**config.mk**
```make
export PLATFORM = sky130hd
export DESIGN_NAME = sstf_disk_request_scheduler
export DESIGN_NICKNAME = d
export VERILOG_FILES = /design/src/sstf_pkg.sv /design/src/sstf_ctrl.sv /design/src/sstf_datapath.sv /design/src/sstf_disk_request_scheduler.sv
export SDC_FILE = /design/constraint.sdc
export NUM_CORES = 1
export LEC_CHECK = 0
export BUFFER_PORTS_ARGS = -buffer_cell sky130_fd_sc_hd__buf_4
export CAP_MARGIN = 20
export CORE_ASPECT_RATIO = 1.2
export CORE_MARGIN = 4
export CORE_UTILIZATION = 45
export DETAILED_ROUTE_END_ITERATION = 7
export SKIP_LAST_GASP = 1
export SLEW_MARGIN = 5
export SYNTH_ARGS = -nofsm -noshare
export SYNTH_HDL_FRONTEND = slang
export SYNTH_SLANG_ARGS = --single-unit
```
**constraint.sdc**
```tcl
create_clock -name i_clk -period 9.1 [get_ports i_clk]
set_input_delay 1.365 -clock i_clk [delete_from_list [all_inputs] [get_ports i_clk]]
set_output_delay 1.365 -clock i_clk [all_outputs]
set_load 0.05 [all_outputs]
```
**src/sstf_pkg.sv**
```systemverilog
package sstf_pkg;

    localparam int QUEUE_DEPTH    = 16;
    localparam int MAX_REQUESTERS = 16;
    localparam int TRACK_BITS     = 10;
    localparam int RESULT_CAP     = 16;

    localparam int IDX_W  = $clog2(QUEUE_DEPTH);
    localparam int CNT_W  = $clog2(QUEUE_DEPTH + 1);
    localparam int REQ_W  = 4;
    localparam int CFG_W  = 5;
    localparam int CAP_W  = $clog2(RESULT_CAP);
    localparam int CFGI_W = 1;

    typedef enum logic [CFGI_W-1:0] {
        CFG_MAX_QUEUE      = 1'b0,
        CFG_NUM_REQUESTERS = 1'b1
    } t_cfg_idx;

    typedef enum logic [0:0] {
        REQ_SUBMIT = 1'b0,
        REQ_FINISH = 1'b1
    } t_req_type;

    typedef enum logic [2:0] {
        ST_IDLE,
        ST_REJECT,
        ST_CHECK,
        ST_SCAN,
        ST_REMOVE,
        ST_EMIT
    } t_state;

    typedef struct packed {
        logic accept;      // take the input word this cycle
        logic scan_start;  // restart the nearest-track scan at entry zero
        logic scan_step;   // compare one entry
        logic remove;      // retire the chosen entry and move the head
        logic load_rej;    // load a rejection into the output register
        logic load_svc;    // load a service into the output register
        logic last_res;    // mark the loaded word as the last of its input
    } t_dp_cmd;

    typedef struct packed {
        logic bad;         // presented input word would be refused
        logic more_work;   // queue wants another service
        logic scan_done;   // scan is on the final occupied entry
        logic out_free;    // output register can take a word this cycle
    } t_dp_status;

endpackage

```
**src/sstf_ctrl.sv**
```systemverilog
module sstf_ctrl (
    input  logic                i_clk,
    input  logic                i_rst_n,
    input  logic                i_in_valid,
    input  sstf_pkg::t_dp_status i_stat,
    output sstf_pkg::t_dp_cmd   o_cmd,
    output logic                o_in_stall
);
    import sstf_pkg::*;

    t_state           r_state, n_state;
    logic [CAP_W-1:0] r_svc_cnt, n_svc_cnt;
    logic             cap_hit;
    logic             last_res;

    assign cap_hit  = (r_svc_cnt == CAP_W'(RESULT_CAP - 1));
    assign last_res = cap_hit || !i_stat.more_work;

    always_ff @(posedge i_clk) begin
        if (!i_rst_n) begin
            r_state   <= ST_IDLE;
            r_svc_cnt <= '0;
        end else begin
            r_state   <= n_state;
            r_svc_cnt <= n_svc_cnt;
        end
    end

    always_comb begin
        n_state   = r_state;
        n_svc_cnt = r_svc_cnt;
        unique case (r_state)
            ST_IDLE: begin
                if (i_in_valid) begin
                    n_state = i_stat.bad ? ST_REJECT : ST_CHECK;
                end
            end
            ST_REJECT: begin
                if (i_stat.out_free) begin
                    n_state = ST_IDLE;
                end
            end
            ST_CHECK: begin
                n_svc_cnt = '0;
                n_state   = i_stat.more_work ? ST_SCAN : ST_IDLE;
            end
            ST_SCAN: begin
                if (i_stat.scan_done) begin
                    n_state = ST_REMOVE;
                end
            end
            ST_REMOVE: begin
                n_state = ST_EMIT;
            end
            ST_EMIT: begin
                if (i_stat.out_free) begin
                    if (last_res) begin
                        n_state = ST_IDLE;
                    end else begin
                        n_svc_cnt = r_svc_cnt + CAP_W'(1);
                        n_state   = ST_SCAN;
                    end
                end
            end
            default: n_state = ST_IDLE;
        endcase
    end

    always_comb begin
        o_cmd      = '0;
        o_in_stall = 1'b1;
        unique case (r_state)
            ST_IDLE: begin
                o_in_stall   = 1'b0;
                o_cmd.accept = i_in_valid;
            end
            ST_REJECT: begin
                o_cmd.load_rej = i_stat.out_free;
                o_cmd.last_res = 1'b1;
            end
            ST_CHECK: begin
                o_cmd.scan_start = i_stat.more_work;
            end
            ST_SCAN: begin
                o_cmd.scan_step = 1'b1;
            end
            ST_REMOVE: begin
                o_cmd.remove = 1'b1;
            end
            ST_EMIT: begin
                o_cmd.load_svc   = i_stat.out_free;
                o_cmd.last_res   = last_res;
                o_cmd.scan_start = i_stat.out_free && !last_res;
            end
            default: o_cmd = '0;
        endcase
    end

endmodule

```
**src/sstf_datapath.sv**
```systemverilog
module sstf_datapath (
    input  logic                               i_clk,
    input  logic                               i_rst_n,
    input  sstf_pkg::t_dp_cmd                  i_cmd,
    output sstf_pkg::t_dp_status               o_stat,
    input  logic                               i_cfg_we,
    input  logic [sstf_pkg::CFGI_W-1:0]        i_cfg_idx,
    input  logic [sstf_pkg::CFG_W-1:0]         i_cfg_data,
    input  logic                               i_req_type,
    input  logic [sstf_pkg::REQ_W-1:0]         i_requester,
    input  logic [sstf_pkg::TRACK_BITS-1:0]    i_track,
    input  logic                               i_final_request,
    input  logic                               i_out_stall,
    output logic                               o_out_valid,
    output logic [sstf_pkg::REQ_W-1:0]         o_served_requester,
    output logic [sstf_pkg::TRACK_BITS-1:0]    o_served_track,
    output logic                               o_rejected,
    output logic                               o_all_done,
    output logic                               o_last_result
);
    import sstf_pkg::*;

    logic [CFG_W-1:0]          r_max_queue;
    logic [CFG_W-1:0]          r_num_req;
    logic [CFG_W-1:0]          mq_eff;
    logic [CFG_W-1:0]          nr_eff;

    logic [TRACK_BITS-1:0]     r_entry_trk [QUEUE_DEPTH];
    logic [REQ_W-1:0]          r_entry_own [QUEUE_DEPTH];
    logic [CNT_W-1:0]          r_count;
    logic [TRACK_BITS-1:0]     r_head;
    logic [MAX_REQUESTERS-1:0] r_outstanding;
    logic [MAX_REQUESTERS-1:0] r_finished;

    logic [REQ_W-1:0]          r_in_who;
    logic [IDX_W-1:0]          r_scan_idx;
    logic [IDX_W-1:0]          r_best_pos;
    logic [TRACK_BITS-1:0]     r_best_trk;
    logic [TRACK_BITS-1:0]     r_best_dist;
    logic [REQ_W-1:0]          r_best_own;

    logic [MAX_REQUESTERS-1:0] active;
    logic                      any_free;
    logic                      all_done;
    logic                      bad;
    logic [TRACK_BITS-1:0]     cur_trk;
    logic [TRACK_BITS-1:0]     cur_dist;
    logic                      take;
    logic                      out_free;

    // Saturate the raw register values into their legal ranges.
    always_comb begin
        mq_eff = r_max_queue;
        if (r_max_queue == '0) mq_eff = CFG_W'(1);
        else if (r_max_queue > CFG_W'(QUEUE_DEPTH)) mq_eff = CFG_W'(QUEUE_DEPTH);
        nr_eff = r_num_req;
        if (r_num_req == '0) nr_eff = CFG_W'(1);
        else if (r_num_req > CFG_W'(MAX_REQUESTERS)) nr_eff = CFG_W'(MAX_REQUESTERS);
    end

    always_comb begin
        for (int i = 0; i < MAX_REQUESTERS; i++) begin
            active[i] = (CFG_W'(i) < nr_eff);
        end
    end

    assign any_free = |(active & ~r_finished & ~r_outstanding);
    assign all_done = (r_count == '0) && ((active & ~r_finished) == '0);

    always_comb begin
        bad = ({1'b0, i_requester} >= nr_eff) || r_finished[i_requester];
        if (i_req_type == REQ_SUBMIT
                && (r_outstanding[i_requester] || r_count >= mq_eff)) begin
            bad = 1'b1;
        end
    end

    assign cur_trk  = r_entry_trk[r_scan_idx];
    assign cur_dist = (cur_trk > r_head) ? cur_trk - r_head : r_head - cur_trk;
    // Strict compare keeps the oldest entry on equal distance.
    assign take     = (r_scan_idx == '0) || (cur_dist < r_best_dist);
    assign out_free = !o_out_valid || !i_out_stall;

    assign o_stat.bad       = bad;
    assign o_stat.more_work = (r_count != '0) && ((r_count >= mq_eff) || !any_free);
    assign o_stat.scan_done = ({1'b0, r_scan_idx} == r_count - CNT_W'(1));
    assign o_stat.out_free  = out_free;

    always_ff @(posedge i_clk) begin
        if (!i_rst_n) begin
            r_max_queue <= CFG_W'(1);
            r_num_req   <= CFG_W'(1);
        end else if (i_cfg_we) begin
            unique case (t_cfg_idx'(i_cfg_idx))
                CFG_MAX_QUEUE:      r_max_queue <= i_cfg_data;
                CFG_NUM_REQUESTERS: r_num_req   <= i_cfg_data;
                default:            r_max_queue <= r_max_queue;
            endcase
        end
    end

    always_ff @(posedge i_clk) begin
        if (!i_rst_n) begin
            r_count       <= '0;
            r_head        <= '0;
            r_outstanding <= '0;
            r_finished    <= '0;
        end else if (i_cmd.accept && !bad) begin
            if (i_req_type == REQ_SUBMIT) begin
                r_count                    <= r_count + CNT_W'(1);
                r_outstanding[i_requester] <= 1'b1;
                if (i_final_request) r_finished[i_requester] <= 1'b1;
            end else begin
                r_finished[i_requester] <= 1'b1;
            end
        end else if (i_cmd.remove) begin
            r_count                   <= r_count - CNT_W'(1);
            r_head                    <= r_best_trk;
            r_outstanding[r_best_own] <= 1'b0;
        end
    end

    // Queue entries: append at the tail, close the gap on removal.
    always_ff @(posedge i_clk) begin
        if (i_cmd.accept && !bad && i_req_type == REQ_SUBMIT) begin
            r_entry_trk[r_count[IDX_W-1:0]] <= i_track;
            r_entry_own[r_count[IDX_W-1:0]] <= i_requester;
        end else if (i_cmd.remove) begin
            for (int i = 0; i < QUEUE_DEPTH - 1; i++) begin
                if (IDX_W'(i) >= r_best_pos) begin
                    r_entry_trk[i] <= r_entry_trk[i+1];
                    r_entry_own[i] <= r_entry_own[i+1];
                end
            end
        end
    end

    always_ff @(posedge i_clk) begin
        if (i_cmd.accept) r_in_who <= i_requester;
        if (i_cmd.scan_start) begin
            r_scan_idx <= '0;
        end else if (i_cmd.scan_step) begin
            r_scan_idx <= r_scan_idx + IDX_W'(1);
            if (take) begin
                r_best_pos  <= r_scan_idx;
                r_best_trk  <= cur_trk;
                r_best_dist <= cur_dist;
                r_best_own  <= r_entry_own[r_scan_idx];
            end
        end
    end

    always_ff @(posedge i_clk) begin
        if (!i_rst_n) begin
            o_out_valid <= 1'b0;
        end else if (i_cmd.load_rej || i_cmd.load_svc) begin
            o_out_valid <= 1'b1;
        end else if (!i_out_stall) begin
            o_out_valid <= 1'b0;
        end
    end

    always_ff @(posedge i_clk) begin
        if (i_cmd.load_rej || i_cmd.load_svc) begin
            o_served_requester <= i_cmd.load_rej ? r_in_who : r_best_own;
            o_served_track     <= r_head;
            o_rejected         <= i_cmd.load_rej;
            o_all_done         <= all_done;
            o_last_result      <= i_cmd.last_res;
        end
    end

endmodule

```
**src/sstf_disk_request_scheduler.sv**
```systemverilog
// Channel   Direction  Handshake               Word
// input     in         i_in_valid / o_in_stall  req_type, requester, track, final_request
// output    out        o_out_valid / i_out_stall served_requester, served_track, rejected,
//                                               all_done, last_result
// config    in         i_cfg_we (no wait)       i_cfg_idx, i_cfg_data
//
// One input word is worked at a time; o_in_stall is low only between words.
// A refused word is taken, then its result is loaded into the output register.
// An accepted word passes a check step, then each service runs the nearest-track
// scan, which reads one queue entry a cycle, then a remove and an emit step.
// Reset (synchronous, active low) empties the queue, homes the head to track 0,
// clears all requester flags and sets both registers to 1; no clearing pass.
// A stall on the output holds the emit step; the last word of an input may wait
// in the output register while the next input word is taken.
module sstf_disk_request_scheduler (
    input  logic                            i_clk,
    input  logic                            i_rst_n,
    input  logic                            i_cfg_we,
    input  logic [sstf_pkg::CFGI_W-1:0]     i_cfg_idx,
    input  logic [sstf_pkg::CFG_W-1:0]      i_cfg_data,
    input  logic                            i_in_valid,
    output logic                            o_in_stall,
    input  logic                            i_req_type,
    input  logic [sstf_pkg::REQ_W-1:0]      i_requester,
    input  logic [sstf_pkg::TRACK_BITS-1:0] i_track,
    input  logic                            i_final_request,
    output logic                            o_out_valid,
    input  logic                            i_out_stall,
    output logic [sstf_pkg::REQ_W-1:0]      o_served_requester,
    output logic [sstf_pkg::TRACK_BITS-1:0] o_served_track,
    output logic                            o_rejected,
    output logic                            o_all_done,
    output logic                            o_last_result
);
    import sstf_pkg::*;

    t_dp_cmd    cmd;
    t_dp_status stat;

    // Sequence accept, reject, check, scan, remove and emit.
    sstf_ctrl u_ctrl (
        .i_clk      (i_clk),
        .i_rst_n    (i_rst_n),
        .i_in_valid (i_in_valid),
        .i_stat     (stat),
        .o_cmd      (cmd),
        .o_in_stall (o_in_stall)
    );

    // Hold the queue, head, requester flags, registers and output word.
    sstf_datapath u_dp (
        .i_clk              (i_clk),
        .i_rst_n            (i_rst_n),
        .i_cmd              (cmd),
        .o_stat             (stat),
        .i_cfg_we           (i_cfg_we),
        .i_cfg_idx          (i_cfg_idx),
        .i_cfg_data         (i_cfg_data),
        .i_req_type         (i_req_type),
        .i_requester        (i_requester),
        .i_track            (i_track),
        .i_final_request    (i_final_request),
        .i_out_stall        (i_out_stall),
        .o_out_valid        (o_out_valid),
        .o_served_requester (o_served_requester),
        .o_served_track     (o_served_track),
        .o_rejected         (o_rejected),
        .o_all_done         (o_all_done),
        .o_last_result      (o_last_result)
    );

endmodule

```
==> flow_summary.ini, run 1 <==
[timing]
worstMarginPinSlew_ps = 1022
fmax_mhz = 146.8
hold_viol_final = 0
setup_viol = 0
fin_tns_setup_ps = 0
finClkSkew_ps = 18.93
finalCriticalPeriod_ps = 6814
fin_crit_sh = 0.7488
rsz0062_at_grt = no
slew_viol_final = 0
maxSlewHeadroom = 0.3173

[synth]
synth_seq_cells = 346
seq_area_frac_synth = 0.5427
synth_edf_count = 273
synthCells = 1311
postSynthAreaPerCell_um2 = 13.58
async_reset_ff_frac = 0
yosys-top-cells-area = edfxtp_1, mux2_2, mux4_2
netlist_area_um2 = 17800
synth_top_cell_area_share = 0.4606
yosysWarningCount = 0
synth_fp_nets = 1384
synth_cell_type_count = 71
ys.flop_type = edfxtp_1
yosysTopAreaCell = edfxtp_1

[layout]
layout_common_cells = edfxtp_1, mux2_2, nand2_1, mux4_2
layout-drive-gt1-share = 0.3224
final_common_cell = edfxtp_1
fin_area_um2 = 19910
diodes = 0
areaGrowthSynthToFinish_pct = 11.85
nets = 1410
fillers = 3451

[setup_path]
reg2reg_setup_slack_ps = 2290
rr_worst_depth = 20
required_ps = 9250
r2r-end = u_dp.r_best_trk[9]
endpoint_kind = register
worstSetupPathType = register to register
crit_arrival_ps = 6960
critPathLaunchType = register
worstPathMaxFanout = 28

[hold_path]
min_to = u_dp.r_finished[4]
min_path_cells = 2
min_from = u_dp.r_finished[4]
holdCritPathClass = register to register

[floorplanning]
core_area_um2 = 38940
die_width_um = 189.5
rows = 79
dieArea_um2 = 42810
io-pin-count = 46
initial_core_util = 0.4570
die_h_um = 225.9

[power]
total_power_mw = 5.221
p_per_area_nw_per_um2 = 262.3
p_leak_nw = 6.901
ir_drop_mv = 0.1335

[place]
port_buffers = 45
place.gp.congestion = 0.8466
dpl.hpwl_um = 29010
dpl_cell_area_um2 = 18660

[global_route]
grt_overflow = 0
antenna_found_initial = 0
grt_max_degree = 39
grt_util_all_layers = 0.1887
grt_pass1_vias = 10800
grt_first_pass_wirelength_um = 63880

[route]
top_layer_used = met4
drt_iter0_markers = 855
met3_length_um = 1885
drtAntennaViolNets = 0
drc = 0
routed_via_density = 5.713
dr_wl_met2_um = 19940
drtPass1Iterations = 5
vias = 10820
routed_wirelength_um = 40290
wire_per_inst_um = 21.27
drt-met1-wl_um = 17670

[run]
drv_cap = 0

[cts]
cts_tree = built
cts_root_buffer = clkbuf_16
cts.sinks = 346
clkLatencyLatePin_ps = 540
cts_htree_levels = 2
ctsHoldBuffers = 0
cts_buffers = 39
clock_path_buffers = 3
cts_resized = 0
cts.clk_slew.worst_paths_ps = 60
cts_setup_buffers = 0

[outcome]
outcome = completed
per-layer routing:
| metal | GRT usage | up-vias |
|---|---|---|
| met4 | 0.04669 | 0 |
| met1 | 0.2552 | 5445 |
| met5 | 0 | - |
| met3 | 0.03262 | 51 |
| met2 | 0.3201 | 246 |
| li1 | - | 5079 |
layout make-up:
type	instances	area (µm²)	area share
clock buffers	61	1155	0.05802
clock inverters	11	90.09	0.004526
inverters	52	195.2	0.009806
multi-input cells	827	7612	0.3824
flip-flops and latches	346	9662	0.4854
well taps	526	658.1	0.03306
repair buffers	71	533.0	0.02678
worst max path at each step:
stage,startpoint,end,slack (ps),cells after the start
4_1_cts,register,u_dp.r_best_dist[4],2170,20
5_1_grt,register,u_dp.r_best_trk[9],1890,20
6_report,register,u_dp.r_best_trk[9],2290,20
2_1_floorplan,register,u_dp.r_best_dist[0],2000,23
3_3_place_gp,register,u_dp.r_best_own[2],2320,20
3_5_place_dp,register,u_dp.r_best_own[1],2230,20
state kept, by name, summed over array words and instances (netlist names), 5 cells and up, named ones only:
name                 flops
u_dp.o_served_track     10
u_dp.r_best_dist        10
u_dp.r_best_trk         10
u_dp.r_count             5
u_dp.r_entry_own        64
u_dp.r_entry_trk       160
u_dp.r_finished         16
u_dp.r_head             10
u_dp.r_max_queue         5
u_dp.r_num_req           5
u_dp.r_outstanding      16
cells by family (layout without fill, tap and decap cells):
group | count (synthesis) | count (layout) | synth area share
XOR/XNOR | 22 | 22 | 0.01083
flip-flops | 346 | 346 | 0.5427
buffers and inverters | 138 | 195 | 0.03086
AO/OA/AOI/OAI | 206 | 206 | 0.07452
adder cells (fa/ha/maj) | 47 | 47 | 0.03375
multiplexers | 302 | 302 | 0.2409
AND/OR/NAND/NOR | 250 | 250 | 0.06637
metrics by stage:
step | util | hold slack [ps] | setup WS, ps | cells
after floorplan | - | 406.4 | 2004 | 1311
after global placement | 0.4791 | 462.5 | 2325 | 1822
after detailed placement | 0.4791 | 471.4 | 2225 | 1822
after CTS | 0.5111 | 487.6 | 2165 | 1894
after global routing | 0.5111 | 524.1 | 1886 | 1894
final | 0.5111 | 488.7 | 2286 | 1894
cells in the mapped netlist (all sizes together) (6+ instances only):
| library cell | count |
|---|---|
| nor4 | 6 |
| nor3 | 17 |
| a21oi | 48 |
| nand3 | 23 |
| a31o | 7 |
| mux2 | 213 |
| inv | 52 |
| mux4 | 78 |
| a21o | 13 |
| nand2b | 13 |
| mux2i | 11 |
| nor2b | 6 |
| edfxtp | 273 |
| o21a | 6 |
| dfxtp | 73 |
| and2 | 8 |
| xor2 | 12 |
| o21ai | 71 |
| buf | 19 |
| a31oi | 10 |
| nand2 | 98 |
| clkbuf | 67 |
| ha | 44 |
| xnor2 | 10 |
| nor2 | 55 |
worst max-delay path, cell delays in order, from the launching register on:
cell and delay (ps):
dfxtp_2 900, buf_4 370, mux4_2 550, mux4_2 540, inv_1 90, ha_1 280
nand3_1 200, or4_4 590, o21ai_1 100, o21ai_1 80, buf_4 200, mux2_2 300
ha_1 290, a21boi_0 130, o21a_1 180, o21a_1 160, o21a_1 160, o21ai_0 150
a21oi_1 80, a31o_2 260, a21oi_4 800
report_power, final:
part           leakage [nW]  switching, mW  internal (mW)  total (mW)
logic                  3.24          0.910          0.829        1.74
registers              3.06          0.120           1.83        1.95
clock network         0.607          0.631          0.904        1.54
Note: power is estimated with default switching activity, not from simulation.
==> inputs of run 2 (changes only) <==
==> constraint.sdc (replaced) <==
create_clock -name i_clk -period 6 [get_ports i_clk]
set_input_delay 0.9 -clock i_clk [delete_from_list [all_inputs] [get_ports i_clk]]
set_output_delay 0.9 -clock i_clk [all_outputs]
set_load 0.05 [all_outputs]
==> run 2 against run 1 <==
  * Maximum frequency grew 20%
  * Clock skew fell by 0.74 ps
  * Register-to-register slack got worse by 1900 ps
  * Total power rose by 53%
  * Critical path depth down 1
  * Highest routed layer unchanged
  * Clock power up 54%
  * Die area is the same
  * Final cell count grew 0.37%
  * Sequential cell count unchanged
  * Largest cell class unchanged
==> flow_summary.ini, run 2 (same netlist as run 1, synthesis figures left out) <==
[global_route]
grt_max_degree = 39
grt_util_all_layers = 0.1891
grt_first_pass_wirelength_um = 64270
antenna_found_initial = 0
grt_overflow = 0
grt_pass1_vias = 11090

[timing]
fin_ws_ps = 341.4
rsz0062_at_grt = no
finalCriticalPeriod_ps = 5659
finClkSkew_ps = 18.19
fin_tns_setup_ps = 0
hold_viol_final = 0
slew_viol_final = 0
fin_crit_sh = 0.9431
maxSlewHeadroom = 0.4126
fmax_mhz = 176.7
worstMarginPinSlew_ps = 880.2
setup_viol = 0

[floorplanning]
initial_core_util = 0.4570
dieArea_um2 = 42810
io-pin-count = 46
rows = 79
die_h_um = 225.9
core_area_um2 = 38940
die_width_um = 189.5

[outcome]
outcome = completed

[route]
drt_iter0_markers = 757
drc = 0
wire_per_inst_um = 21.23
drtAntennaViolNets = 0
routed_via_density = 5.741
routed_wirelength_um = 40350
vias = 10910
drtPass1Iterations = 5

[place]
dpl_worst_slack_ps = 278.7
dpl.hpwl_um = 29260
place.gp.congestion = 0.8751
port_buffers = 45

[cts]
clock_path_buffers = 3
cts_buffers = 39
cts_root_buffer = clkbuf_16
cts_resized = 0
cts.sinks = 346
cts_htree_levels = 2
cts_tree = built
ctsHoldBuffers = 0
cts_setup_buffers = 0
cts.clk_slew.worst_paths_ps = 60
clkLatencyLatePin_ps = 540

[layout]
regMostFlops = u_dp.r_entry_trk
nets = 1417
diodes = 0
areaGrowthSynthToFinish_pct = 12.56
final_common_cell = edfxtp_1
layout-drive-gt1-share = 0.3302
layout_common_cells = edfxtp_1, mux2_2, nand2_1, buf_4, mux4_2
largest_reg_flops = 160
top_regs = u_dp.r_entry_trk: 160 flops, u_dp.r_entry_own: 64 flops

[power]
p_per_area_nw_per_um2 = 397.9
p_comb_frac = 0.343
ir_drop_mv = 0.1975
switching_share = 0.3135
p_leak_nw = 6.982
p_int_mw = 5.473
p_switching_mw = 2.499
p_clk_frac = 0.297
sequentialPowerShare = 0.360

[setup_path]
cp_slowest_cell = or4_4
cp_cell_sequence = buf_12, buf_12, mux4_2, mux4_2, inv_1, ha_1, nand3_1, or4_4, o21ai_1, o21ai_1, buf_4, mux2_1, a2111oi_1, o21ai_0, o311a_1, ha_1, a31o_2, a21oi_4, buf_12
worst_path_largest_cell_delay_ps = 590
crit_top_cell = buf_12
worstSetupPathType = register to register
critPathLaunchType = register
required_ps = 6220
endpoint_kind = register
worstPathMaxFanout = 28
crit_arrival_ps = 5880

[run]
drv_cap = 0

[hold_path]
holdCritPathClass = register to register
==> run 2: changes by cell type in the layout (fill, tap and decap cells not counted), sizes merged <==
| cell | before | now |
|---|---|---|
| clkbuf | 61 | 49 |
| clkinv | 6 | 17 |
| buf | 71 | 78 |
| bufinv | 1 | 3 |
| clkinvlp | 1 | 0 |
==> run 2: final cells by class <==
type	count	area [µm²]
fill	3333	18910
clock buffer	49	1064
clock inverter	23	206.4
sequential	346	9664
inverter	52	195.2
tap	526	658.1
multi-input combinational	827	7610
timing repair buffer	78	635.6
==> run 2: path summary, 6_finish.rpt <==
check / startpoint / end / slack (ps) / cells after the start
hold / removal: u_dp.r_finished[8] / u_dp.r_finished[8] / 490 / 2
hold reg to reg: u_dp.r_finished[8] / u_dp.r_finished[8] / 490 / 2
setup reg to reg: register / u_dp.r_best_trk[0] / 340 / 19
setup / recovery: register / u_dp.r_best_trk[0] / 340 / 19
==> run 2: power by group through the flow <==
stage          Combinational, mW  Clock (mW)  Sequential, mW
3_5_place_dp                2.75           0            2.92
4_1_cts                     2.76        2.43            2.87
2_1_floorplan               2.08           0            2.90
3_3_place_gp                2.72           0            2.91
6_report                    2.74        2.37            2.87
5_1_grt                     3.05        2.53            2.88
==> run 2: worst max-delay path: cells and delay by family, from the launching register on <==
kind                       cells  cell delay (ps)
muxes                          3             1410
AOI/OAI and AO/OA              7             1300
buffers and inverters          5              960
and+or+nand+nor                2              740
adders and majority gates      2              450
DFF                            1              430
==> run 2: routing by layer <==
layer / GRT usage / wire [µm] / vias to the layer above
li1: - / - / 5087
met1: 0.2539 / 17760 / 5547
met2: 0.3255 / 20020 / 227
met3: 0.03030 / 1767 / 53
met4: 0.04458 / 801 / 0
met5: 0 / 0 / -
==> run 2: metrics by stage <==
step                      std cells    util  instance area (µm²)  power [mW]  hold slack, ps
after floorplan                1311       -                17810       4.974           406.4
after global placement         1829  0.4817                18760       5.637           457.6
after detailed placement       1829  0.4817                18760       5.671           478.8
after CTS                      1901  0.5143                20030       8.054           483.4
after global routing           1901  0.5144                20030       8.453           504.0
final                          1901  0.5144                20030       7.972           487.1
